### config.mk
export PLATFORM = sky130hd
export DESIGN_NAME = sprite_run_length_decoder_top
export DESIGN_NICKNAME = d
export VERILOG_FILES = /design/src/hdl/srld_pkg.sv /design/src/hdl/srld_decode.sv /design/src/hdl/srld_outq.sv /design/src/hdl/sprite_run_length_decoder_top.sv
export SDC_FILE = /design/constraint.sdc
export NUM_CORES = 1
export LEC_CHECK = 0
export BUFFER_PORTS_ARGS = -buffer_cell sky130_fd_sc_hd__buf_2
export CAP_MARGIN = 20
export CORE_MARGIN = 4
export CORE_UTILIZATION = 35
export DETAILED_ROUTE_END_ITERATION = 8
export SLEW_MARGIN = 20
export SYNTH_ARGS = -nofsm -noshare
export SYNTH_HDL_FRONTEND = slang
export SYNTH_HIERARCHICAL = 1
export SYNTH_SLANG_ARGS = --single-unit
### constraint.sdc
create_clock -name clk -period 10.8 [get_ports clk]
set_input_delay 0.54 -clock clk [delete_from_list [all_inputs] [get_ports clk]]
set_output_delay 0.54 -clock clk [all_outputs]
set_load 0.02 [all_outputs]
### src/hdl/srld_pkg.sv
package srld_pkg;

  typedef struct packed {
    logic [7:0] data_byte;
    logic       final_byte;
  } in_item_t;

  typedef struct packed {
    logic       kind;
    logic [9:0] pixel_index;
    logic [7:0] red;
    logic [7:0] green;
    logic [7:0] blue;
    logic [7:0] alpha;
    logic       status;
    logic       run_end;
  } out_item_t;

  typedef enum logic [1:0] {
    PH_HEADER = 2'd0,
    PH_RUN    = 2'd1,
    PH_PIXEL  = 2'd2,
    PH_STOP   = 2'd3
  } phase_t;

  localparam logic KIND_PIXEL   = 1'b0;
  localparam logic KIND_DONE    = 1'b1;
  localparam logic STATUS_OK    = 1'b0;
  localparam logic STATUS_SHORT = 1'b1;

  localparam logic [16:0] LEN_LO_POS   = 17'd3;
  localparam logic [16:0] LEN_HI_POS   = 17'd4;
  localparam logic [16:0] HEADER_BYTES = 17'd5;
  localparam logic [16:0] POS_MAX      = 17'h1FFFF;
  localparam logic [7:0]  ALPHA_OPAQUE = 8'd255;

  // Result queue: two free slots are needed to take the next request.
  localparam int OUTQ_DEPTH = 4;

endpackage

### src/hdl/srld_decode.sv
module srld_decode #(
  parameter int SPRITE_SIZE = 32
) (
  input  logic                  clk,
  input  logic                  rst,
  input  logic                  use_alpha,
  input  logic                  step,
  input  srld_pkg::in_item_t    item,
  output srld_pkg::out_item_t   res0,
  output srld_pkg::out_item_t   res1,
  output logic [1:0]            res_count
);

  localparam int TOTAL = SPRITE_SIZE * SPRITE_SIZE;
  localparam int PW    = $clog2(TOTAL + 1);
  localparam logic [PW-1:0] TOTAL_P = PW'(TOTAL);

  srld_pkg::phase_t phase, phase_next;
  logic [16:0]   byte_position, byte_position_next;
  logic [16:0]   payload_end, payload_end_next;
  logic [7:0]    low_byte_hold, low_byte_hold_next;
  logic [15:0]   colored_left, colored_left_next;
  logic [PW-1:0] pixel_position, pixel_position_next;
  logic [23:0]   color_hold, color_hold_next;
  logic [1:0]    byte_in_pixel, byte_in_pixel_next;

  logic [7:0]    b;
  logic          fin;
  logic          in_payload;
  logic [16:0]   run_sum;
  logic [15:0]   count_word;
  logic [23:0]   color_mix;
  logic          pixel_done;
  logic [PW-1:0] pixel_inc;
  logic [15:0]   colored_dec;
  logic          emit;
  logic [16:0]   pix_ext;
  srld_pkg::out_item_t pix_res, done_res;

  assign b          = item.data_byte;
  assign fin        = item.final_byte;
  assign in_payload = byte_position < payload_end;
  assign count_word = {b, low_byte_hold};
  assign run_sum    = 17'(pixel_position) + {1'b0, count_word};
  assign pixel_inc  = pixel_position + PW'(1);
  assign colored_dec = colored_left - 16'd1;
  assign pix_ext    = 17'(pixel_position);
  assign pixel_done = use_alpha ? (byte_in_pixel == 2'd3) : (byte_in_pixel >= 2'd2);

  always_comb begin
    color_mix = color_hold;
    case (byte_in_pixel)
      2'd0: color_mix[7:0]   = color_hold[7:0] | b;
      2'd1: color_mix[15:8]  = color_hold[15:8] | b;
      2'd2: color_mix[23:16] = color_hold[23:16] | b;
      default: color_mix = color_hold;
    endcase
  end

  always_comb begin
    phase_next          = phase;
    payload_end_next    = payload_end;
    low_byte_hold_next  = low_byte_hold;
    colored_left_next   = colored_left;
    pixel_position_next = pixel_position;
    color_hold_next     = color_hold;
    byte_in_pixel_next  = byte_in_pixel;
    emit                = 1'b0;

    case (phase)
      srld_pkg::PH_HEADER: begin
        if (byte_position == srld_pkg::LEN_LO_POS) begin
          low_byte_hold_next = b;
        end else if (byte_position == srld_pkg::LEN_HI_POS) begin
          payload_end_next   = srld_pkg::HEADER_BYTES + {1'b0, count_word};
          phase_next         = srld_pkg::PH_RUN;
          byte_in_pixel_next = 2'd0;
        end
      end
      srld_pkg::PH_RUN: begin
        if (in_payload) begin
          case (byte_in_pixel)
            2'd0: begin
              low_byte_hold_next = b;
              byte_in_pixel_next = 2'd1;
            end
            2'd1: begin
              // transparent run, clamped at the image size
              pixel_position_next = (run_sum > 17'(TOTAL)) ? TOTAL_P : PW'(run_sum);
              byte_in_pixel_next  = 2'd2;
            end
            2'd2: begin
              low_byte_hold_next = b;
              byte_in_pixel_next = 2'd3;
            end
            default: begin
              colored_left_next  = count_word;
              byte_in_pixel_next = 2'd0;
              color_hold_next    = '0;
              if (pixel_position >= TOTAL_P) begin
                phase_next = srld_pkg::PH_STOP;
              end else if (count_word != 16'd0) begin
                phase_next = srld_pkg::PH_PIXEL;
              end
            end
          endcase
        end
      end
      srld_pkg::PH_PIXEL: begin
        if (in_payload) begin
          if (pixel_done) begin
            emit                = 1'b1;
            pixel_position_next = pixel_inc;
            colored_left_next   = colored_dec;
            color_hold_next     = '0;
            byte_in_pixel_next  = 2'd0;
            if (pixel_inc >= TOTAL_P) begin
              phase_next = srld_pkg::PH_STOP;
            end else if (colored_dec == 16'd0) begin
              phase_next = srld_pkg::PH_RUN;
            end
          end else begin
            color_hold_next    = color_mix;
            byte_in_pixel_next = byte_in_pixel + 2'd1;
          end
        end
      end
      default: begin
      end
    endcase

    byte_position_next = (byte_position < srld_pkg::POS_MAX) ?
                         byte_position + 17'd1 : byte_position;

    // done record: next byte starts a fresh sprite
    if (fin) begin
      phase_next          = srld_pkg::PH_HEADER;
      byte_position_next  = '0;
      payload_end_next    = '0;
      low_byte_hold_next  = '0;
      colored_left_next   = '0;
      pixel_position_next = '0;
      color_hold_next     = '0;
      byte_in_pixel_next  = '0;
    end
  end

  always_comb begin
    pix_res             = '0;
    pix_res.kind        = srld_pkg::KIND_PIXEL;
    pix_res.pixel_index = pix_ext[9:0];
    pix_res.red         = color_mix[7:0];
    pix_res.green       = color_mix[15:8];
    pix_res.blue        = color_mix[23:16];
    pix_res.alpha       = (use_alpha && byte_in_pixel == 2'd3) ? b : srld_pkg::ALPHA_OPAQUE;
    pix_res.status      = srld_pkg::STATUS_OK;
    pix_res.run_end     = !fin;

    done_res         = '0;
    done_res.kind    = srld_pkg::KIND_DONE;
    done_res.status  = (byte_position < srld_pkg::LEN_HI_POS) ?
                       srld_pkg::STATUS_SHORT : srld_pkg::STATUS_OK;
    done_res.run_end = 1'b1;

    res0      = emit ? pix_res : done_res;
    res1      = done_res;
    res_count = {1'b0, emit} + {1'b0, fin};
  end

  always_ff @(posedge clk) begin
    if (rst) begin
      phase          <= srld_pkg::PH_HEADER;
      byte_position  <= '0;
      payload_end    <= '0;
      low_byte_hold  <= '0;
      colored_left   <= '0;
      pixel_position <= '0;
      color_hold     <= '0;
      byte_in_pixel  <= '0;
    end else if (step) begin
      phase          <= phase_next;
      byte_position  <= byte_position_next;
      payload_end    <= payload_end_next;
      low_byte_hold  <= low_byte_hold_next;
      colored_left   <= colored_left_next;
      pixel_position <= pixel_position_next;
      color_hold     <= color_hold_next;
      byte_in_pixel  <= byte_in_pixel_next;
    end
  end

endmodule

### src/hdl/srld_outq.sv
module srld_outq (
  input  logic                 clk,
  input  logic                 rst,
  input  logic [1:0]           push_count,
  input  srld_pkg::out_item_t  push0,
  input  srld_pkg::out_item_t  push1,
  input  logic                 pop,
  output logic                 has_room,
  output logic                 not_empty,
  output srld_pkg::out_item_t  head
);

  localparam int AW = $clog2(srld_pkg::OUTQ_DEPTH);
  localparam int CW = $clog2(srld_pkg::OUTQ_DEPTH + 1);

  srld_pkg::out_item_t mem [srld_pkg::OUTQ_DEPTH];
  logic [AW-1:0] wr_ptr, rd_ptr;
  logic [CW-1:0] count;
  logic [AW-1:0] wr_ptr_inc;

  assign wr_ptr_inc = wr_ptr + AW'(1);
  assign has_room   = count <= CW'(srld_pkg::OUTQ_DEPTH - 2);
  assign not_empty  = count != '0;
  assign head       = mem[rd_ptr];

  always_ff @(posedge clk) begin
    if (push_count != 2'd0) begin
      mem[wr_ptr] <= push0;
    end
    if (push_count == 2'd2) begin
      mem[wr_ptr_inc] <= push1;
    end
  end

  always_ff @(posedge clk) begin
    if (rst) begin
      wr_ptr <= '0;
      rd_ptr <= '0;
      count  <= '0;
    end else begin
      wr_ptr <= wr_ptr + AW'(push_count);
      if (pop) begin
        rd_ptr <= rd_ptr + AW'(1);
      end
      count <= count + CW'(push_count) - CW'(pop);
    end
  end

endmodule

### src/hdl/sprite_run_length_decoder_top.sv
// Run-length sprite decoder.
// Input channel (in_valid / in_stall / in_data): one encoded byte per request,
// with final_byte marking the last byte of a sprite. Bytes 0..2 are skipped,
// bytes 3..4 give the little-endian payload length, then transparent and
// colored runs follow.
// Output channel (out_valid / out_stall / out_data): pixel writes (kind 0)
// carrying the linear index and RGBA, and one done record (kind 1) after the
// final byte with status 0 ok or 1 short header. run_end marks the last
// result caused by a byte.
// cfg_write / cfg_data set use_alpha (4 bytes per pixel when 1, else 3 and
// alpha 255); write only while the block is idle.
// Throughput: one byte per cycle while the queue has room for two results;
// the decode state updates in one pass per byte. A final byte that also
// completes a pixel pushes two results, and the 4-entry result queue drains
// them at one per cycle while out_stall is low. An accepted request is held in
// the input register, then decoded into the queue, whose head drives out_data.
// Receiver stall: results collect in the queue; in_stall is high while a byte
// is held and fewer than two queue slots are free. Reset (rst, synchronous)
// empties the queue, drops the held byte and returns to the start of a sprite
// with use_alpha 0.
module sprite_run_length_decoder_top #(
  parameter int SPRITE_SIZE = 32
) (
  input  logic                clk,
  input  logic                rst,
  input  logic                cfg_write,
  input  logic                cfg_data,
  input  logic                in_valid,
  output logic                in_stall,
  input  srld_pkg::in_item_t  in_data,
  output logic                out_valid,
  input  logic                out_stall,
  output srld_pkg::out_item_t out_data
);

  logic                use_alpha;
  logic                hold_valid;
  srld_pkg::in_item_t  hold_item;
  logic                go;
  logic                has_room;
  logic [1:0]          res_count;
  logic [1:0]          push_count;
  srld_pkg::out_item_t res0, res1;

  // held byte is decoded once the queue can absorb two results
  assign go         = hold_valid && has_room;
  assign in_stall   = hold_valid && !has_room;
  assign push_count = go ? res_count : 2'd0;

  always_ff @(posedge clk) begin
    if (rst) begin
      use_alpha <= 1'b0;
    end else if (cfg_write) begin
      use_alpha <= cfg_data;
    end
  end

  // input register
  always_ff @(posedge clk) begin
    if (rst) begin
      hold_valid <= 1'b0;
    end else if (!in_stall) begin
      hold_valid <= in_valid;
    end
  end

  always_ff @(posedge clk) begin
    if (!in_stall && in_valid) begin
      hold_item <= in_data;
    end
  end

  srld_decode #(
    .SPRITE_SIZE (SPRITE_SIZE)
  ) u_decode (
    .clk       (clk),
    .rst       (rst),
    .use_alpha (use_alpha),
    .step      (go),
    .item      (hold_item),
    .res0      (res0),
    .res1      (res1),
    .res_count (res_count)
  );

  srld_outq u_outq (
    .clk        (clk),
    .rst        (rst),
    .push_count (push_count),
    .push0      (res0),
    .push1      (res1),
    .pop        (out_valid && !out_stall),
    .has_room   (has_room),
    .not_empty  (out_valid),
    .head       (out_data)
  );

endmodule

==> impl_metrics.tcl, run 1 <==
set metrics [dict create \
    synth_flop_cell "edfxtp_1" \
    maxCapViolations 0 \
    syn_inst 1410 \
    vdd_drop_max_v 0.000104 \
    grt_pass1_wl_um 63100 \
    cp_max_fo 37 \
    wl_per_cell_um 19.4 \
    finalHoldViolations 0 \
    fmaxAchievable_mhz 202 \
    status "finished, final reports clean" \
    die_w_um 226 \
    synth_seq_area_share 0.472 \
    p_leak_nw 6.46 \
    cts_tree "yes" \
    grt_overflow 0 \
    yosys.area.top_type_share 0.342 \
    ys_types 82 \
    cp-end-kind "register" \
    die_h_um 226 \
    worstMarginPinSlew_ps 1040 \
    synth.area.top_cells "edfxtp_1, dfxtp_1, mux2_4" \
    io_buffer_count 61 \
    min_path_type "in -> reg" \
    via_per_inst 5.27 \
    ctsHoldBuffers 0 \
    nNetsFinal 1513 \
    period_minus_slack_ps 4950 \
    drv_slew 0 \
    synth_top_cells_by_count "edfxtp_1, nor2_1, a21oi_1, dfxtp_1, mux2_2" \
    cts.sinks 297 \
    vias 11000 \
    synth_seq_cells 297 \
    cp-start-kind "register" \
    rsz0062_at_grt "no" \
    firstDrtPassIters 5 \
    max_stage_delay_ps 760 \
    syn_avg_cell_area_um2 11.8 \
    crit_arrival_ps 5110 \
    seq_area_um2 7840 \
    cts_root_buf "clkbuf_16" \
    core_area_um2 46800 \
    area_growth_pct 11.6 \
    finClkSkew_ps 18.9 \
    crit_slowest_cell "and4bb_4" \
    dr.first_iter.drc_count 864 \
    diodes 0 \
    ctsResizeCount 0 \
    antenna_found_initial 0 \
    multiInputGateArea_um2 8040 \
    crit_type "reg -> reg" \
    setup_tns_ps 0 \
    finalSetupViolCount 0 \
    place_area_um2 17300 \
    fin_area_um2 18500 \
    post-route-util 0.397 \
    synth-edff-count 189 \
    power.density_nw_per_um2 163 \
    synth_area_um2 16600 \
    fillers 4410 \
    clkLatencyLatePin_ps 540 \
    grt_pass1_vias 10900 \
    ios 62 \
    dieArea_um2 51000 \
    ys_warn_count 6 \
    cp.required_ps 10960 \
    synth_largest_area_cell "edfxtp_1" \
    synthArstFlopShare 0 \
    worstPathCellList "ha_1, and4_1, nand2_1, nor3_1, nand2_1, and2_1, nand3_1, buf_4, inv_1, ha_1, and3_1, and4bb_4, o21bai_4, buf_4" \
    drive_gt1_frac 0.263 \
    crit_family "simple AND/OR/NAND/NOR gates" \
    detail-route-antenna-nets 0 \
    place_congestion 0.856 \
    cts_made_buffers 36 \
    path_clk_slew_ps 50 \
    drt-total-wl_um 40500 \
    postCtsSetupBuffers 0 \
    drc_errors 0 \
    cts_htree_levels 2 \
    critPathBufInv 3 \
    num_rows 79 \
    grtUsageTotal 0.156 \
    dpl.hpwl_um 26100 \
    start_util 0.355 \
    min_period_over_period 0.458 \
    grt_max_degree 54 \
    slew_headroom 0.308 \
    ctsLongestPathBuffers 3 \
    yosys.cell_count.top_type "edfxtp_1" \
]
## cells by family after synthesis
family | synth area share
adder cells (fa/ha/maj) | 0.0378
XOR/XNOR | 0.0263
other | 0.000452
multiplexers | 0.207
flip-flops | 0.472
AND/OR/NAND/NOR | 0.108
AO/OA/AOI/OAI | 0.0913
buffers and inverters | 0.0576
## worst reg2reg max path, stage by stage (launching register included)
cell,delay (ps)
dfxtp_1,360
ha_1,330
and4_1,210
nand2_1,90
nor3_1,310
nand2_1,160
and2_1,190
nand3_1,80
buf_4,340
inv_1,250
ha_1,320
and3_1,280
and4bb_4,760
o21bai_4,330
buf_4,560
## per-stage QoR
step	hold slack (ps)	power [mW]	std cells	worst slack, ps
final	184	3.02	2084	5850
after CTS	160	3.07	2084	5830
after global routing	173	3.14	2084	5550
after detailed placement	443	1.78	2018	5840
after floorplan	425	1.64	1452	4420
after global placement	439	1.78	2018	5960
## cell usage in the layout (no fill, tap or decap), types with 47 or more instances in the layout
cell | netlist | layout
a21oi_1 | 110 | 110
buf_2 | 5 | 61
dfxtp_1 | 108 | 106
edfxtp_1 | 189 | 189
ha_1 | 47 | 47
inv_1 | 50 | 50
mux2_2 | 93 | 93
mux2_4 | 79 | 79
nand2_1 | 62 | 62
nor2_1 | 148 | 147
## path summary, 6_finish.rpt
kind	slack, ps	end	start	cells past startpoint
worst min-delay path	180	hold_item[6]	in_data[6]	1
worst max register to register	5850	u_outq/mem[2][7]	u_decode/byte_position[12]	14
worst min register to register	450	u_decode/payload_end[13]	u_decode/payload_end[13]	2
worst max-delay path	5850	u_outq/mem[2][7]	u_decode/byte_position[12]	14
## layout make-up
cell class,instances,share of cell area
multi-input combinational,983,0.434
clock buffer,48,0.0526
sequential,297,0.423
timing repair buffer,80,0.0242
inverter,51,0.0103
tap,607,0.0410
clock inverter,18,0.0153
## registers in the layout, indices dropped and copies added, names as in the netlist, 3 cells and up, named ones only
name                     count
hold_item                    9
u_decode/byte_position      17
u_decode/color_hold         24
u_decode/colored_left       16
u_decode/low_byte_hold       8
u_decode/payload_end        17
u_decode/pixel_position     11
u_outq/count                 3
u_outq/mem                 180
## report_power, final
part	internal (mW)	switching (mW)	total, mW
combinational	0.193	0.272	0.465
clock	0.789	0.490	1.28
sequential	1.23	0.0462	1.28
total	2.21	0.809	3.02
## routing by layer
| layer | share of wire | wire length, µm | GRT usage |
|---|---|---|---|
| met1 | 0.44 | 17900 | 0.206 |
| met2 | 0.49 | 19800 | 0.268 |
| met3 | 0.046 | 1840 | 0.0238 |
| met5 | 0 | 0 | 0 |
| met4 | 0.023 | 927 | 0.0435 |
No activity file was read; power rests on OpenSTA's default activity.
==> run 2: changes to the inputs <==
==> constraint.sdc (replaced) <==
create_clock -name clk -period 4.17 [get_ports clk]
set_input_delay 0.2085 -clock clk [delete_from_list [all_inputs] [get_ports clk]]
set_output_delay 0.2085 -clock clk [all_outputs]
set_load 0.02 [all_outputs]
==> run 2 against run 1 <==
Power rose to 2.5 times the previous value; critical path depth did not move; register-to-register slack got worse by 5500 ps; wire length fell by 1.3%; critical endpoint is now u_outq/mem[2][30]; critical path type unchanged; non-clock buffer count rose by 28; largest power group unchanged.
==> impl_metrics.tcl, run 2 (synthesis results as in run 1) <==
set metrics [dict create \
    status "finished, final reports clean" \
    dieArea_um2 51000 \
    largestRegisters "u_outq/mem: 180 flops, u_decode/color_hold: 24 flops" \
    grtUsageTotal 0.153 \
    vias 11100 \
    detail-route-antenna-nets 0 \
    rsz0062_at_grt "no" \
    setup_tns_ps 0 \
    fmaxAchievable_mhz 263 \
    cts_root_buf "clkbuf_16" \
    period_minus_slack_ps 3800 \
    vdd_drop_max_v 0.000237 \
    largest_register "u_outq/mem" \
    finClkSkew_ps 16.5 \
    io_buffer_count 61 \
    antenna_found_initial 0 \
    finalHoldViolations 0 \
    cp-start-kind "register" \
    drive_gt1_frac 0.267 \
    cts_made_buffers 31 \
    worstPathCellList "ha_1, and4_1, nand2_1, nor3_1, nand2_1, and2_1, nand3_1, inv_1, ha_1, and3_1, buf_4, nor2_1, o21bai_4, buf_4" \
    firstDrtPassIters 5 \
    drc_errors 0 \
    drv_slew 0 \
    largest_register_ffs 180 \
    maxCapViolations 0 \
    path_clk_slew_ps 60 \
    grt_pass1_wl_um 62600 \
    min_period_over_period 0.911 \
    cts.sinks 297 \
    crit_arrival_ps 4080 \
    drt-total-wl_um 40000 \
    mostFrequentLayoutCells "edfxtp_1, nor2_1, a21oi_1" \
    num_rows 79 \
    power.density_nw_per_um2 406 \
    min_path_type "in -> reg" \
    place_congestion 0.866 \
    grt_pass1_vias 11000 \
    die_h_um 226 \
    wl_per_cell_um 19.0 \
    hold_ws_ps 150 \
    layout_commonest_cell "edfxtp_1" \
    core_area_um2 46800 \
    cts_htree_levels 1 \
    start_util 0.355 \
    worstMarginPinSlew_ps 1100 \
    finalSetupViolCount 0 \
    ctsLongestPathBuffers 3 \
    via_per_inst 5.26 \
    crit_type "reg -> reg" \
    max_stage_delay_ps 560 \
    area_growth_pct 13.3 \
    p_leak_nw 6.58 \
    ios 62 \
    cts_tree "yes" \
    cp.required_ps 4450 \
    fillers 4358 \
    die_w_um 226 \
    grt_max_degree 46 \
    cp-end-kind "register" \
    slew_headroom 0.264 \
    dr.first_iter.drc_count 736 \
    grt_overflow 0 \
    dpl.hpwl_um 26900 \
    cp_max_fo 16 \
    crit_slowest_cell "o21bai_4" \
    nNetsFinal 1536 \
    diodes 0 \
    clkLatencyLatePin_ps 570 \
]
[run 2: changes by cell type in the layout (fill, tap and decap cells not counted), moves of 3 or more]
cell           delta
clkinv_1          +3
clkbuf_1          -8
bufinv_16         +3
clkbuf_16         -5
buf_4             +4
dlygate4sd3_1    +13
buf_12           +11
clkinv_2          +3
[run 2: worst max-delay path: cells and delay by family (launching register included)]
kind	cells	cell delay (ps)
and+or+nand+nor	8	1370
adders and majority gates	2	600
buffers and inverters	3	570
AOI/OAI and AO/OA	1	560
DFF	1	390
[run 2: per-layer routing]
layer / GRT usage / share of wire / vias to the layer above
met2: 0.270 / 0.49 / 240
met1: 0.198 / 0.44 / 5504
li1: - / - / 5259
met5: 0 / 0 / -
met4: 0.0514 / 0.030 / 0
met3: 0.0148 / 0.036 / 64
[run 2: path summary, 6_finish.rpt]
path	startpoint	to	slack [ps]	depth (start not counted)
min reg2reg	u_decode/payload_end[0]	u_decode/payload_end[0]	470	2
max reg2reg	u_decode/byte_position[11]	u_outq/mem[2][30]	370	14
min	rst	u_outq/rd_ptr[0]	150	2
max	u_decode/byte_position[11]	u_outq/mem[2][30]	370	14
[run 2: repair_timing]
action                                 4_1_cts  5_1_grt
hold buffers                                13        0
resized for setup                            0        0
setup buffers                                0        0
endpoints found under the hold margin       13        0
[run 2: report_power, final]
group	switching, mW	internal, mW
Sequential	0.176	3.19
Combinational	0.632	0.516
Clock	1.19	1.94
Total	2.00	5.64
[run 2: metrics by stage]
stage,power (mW),std cells,cell area [µm²],util,worst slack (ps)
final,7.64,2104,18800,0.403,371
after global routing,7.94,2104,18800,0.403,97.6
after CTS,7.73,2104,18800,0.403,377
after detailed placement,4.59,2033,17500,0.375,382
after global placement,4.58,2033,17500,0.375,435
after floorplan,4.24,1452,16800,-,-809
[run 2: layout make-up]
cell class                 instances  area, µm²  share of cell area
clock buffer                      33        793              0.0421
multi-input combinational        983       8040               0.427
tap                              607        759              0.0404
inverter                          51        191              0.0102
clock inverter                    25        369              0.0196
timing repair buffer             108        828              0.0440
sequential                       297       7840               0.417
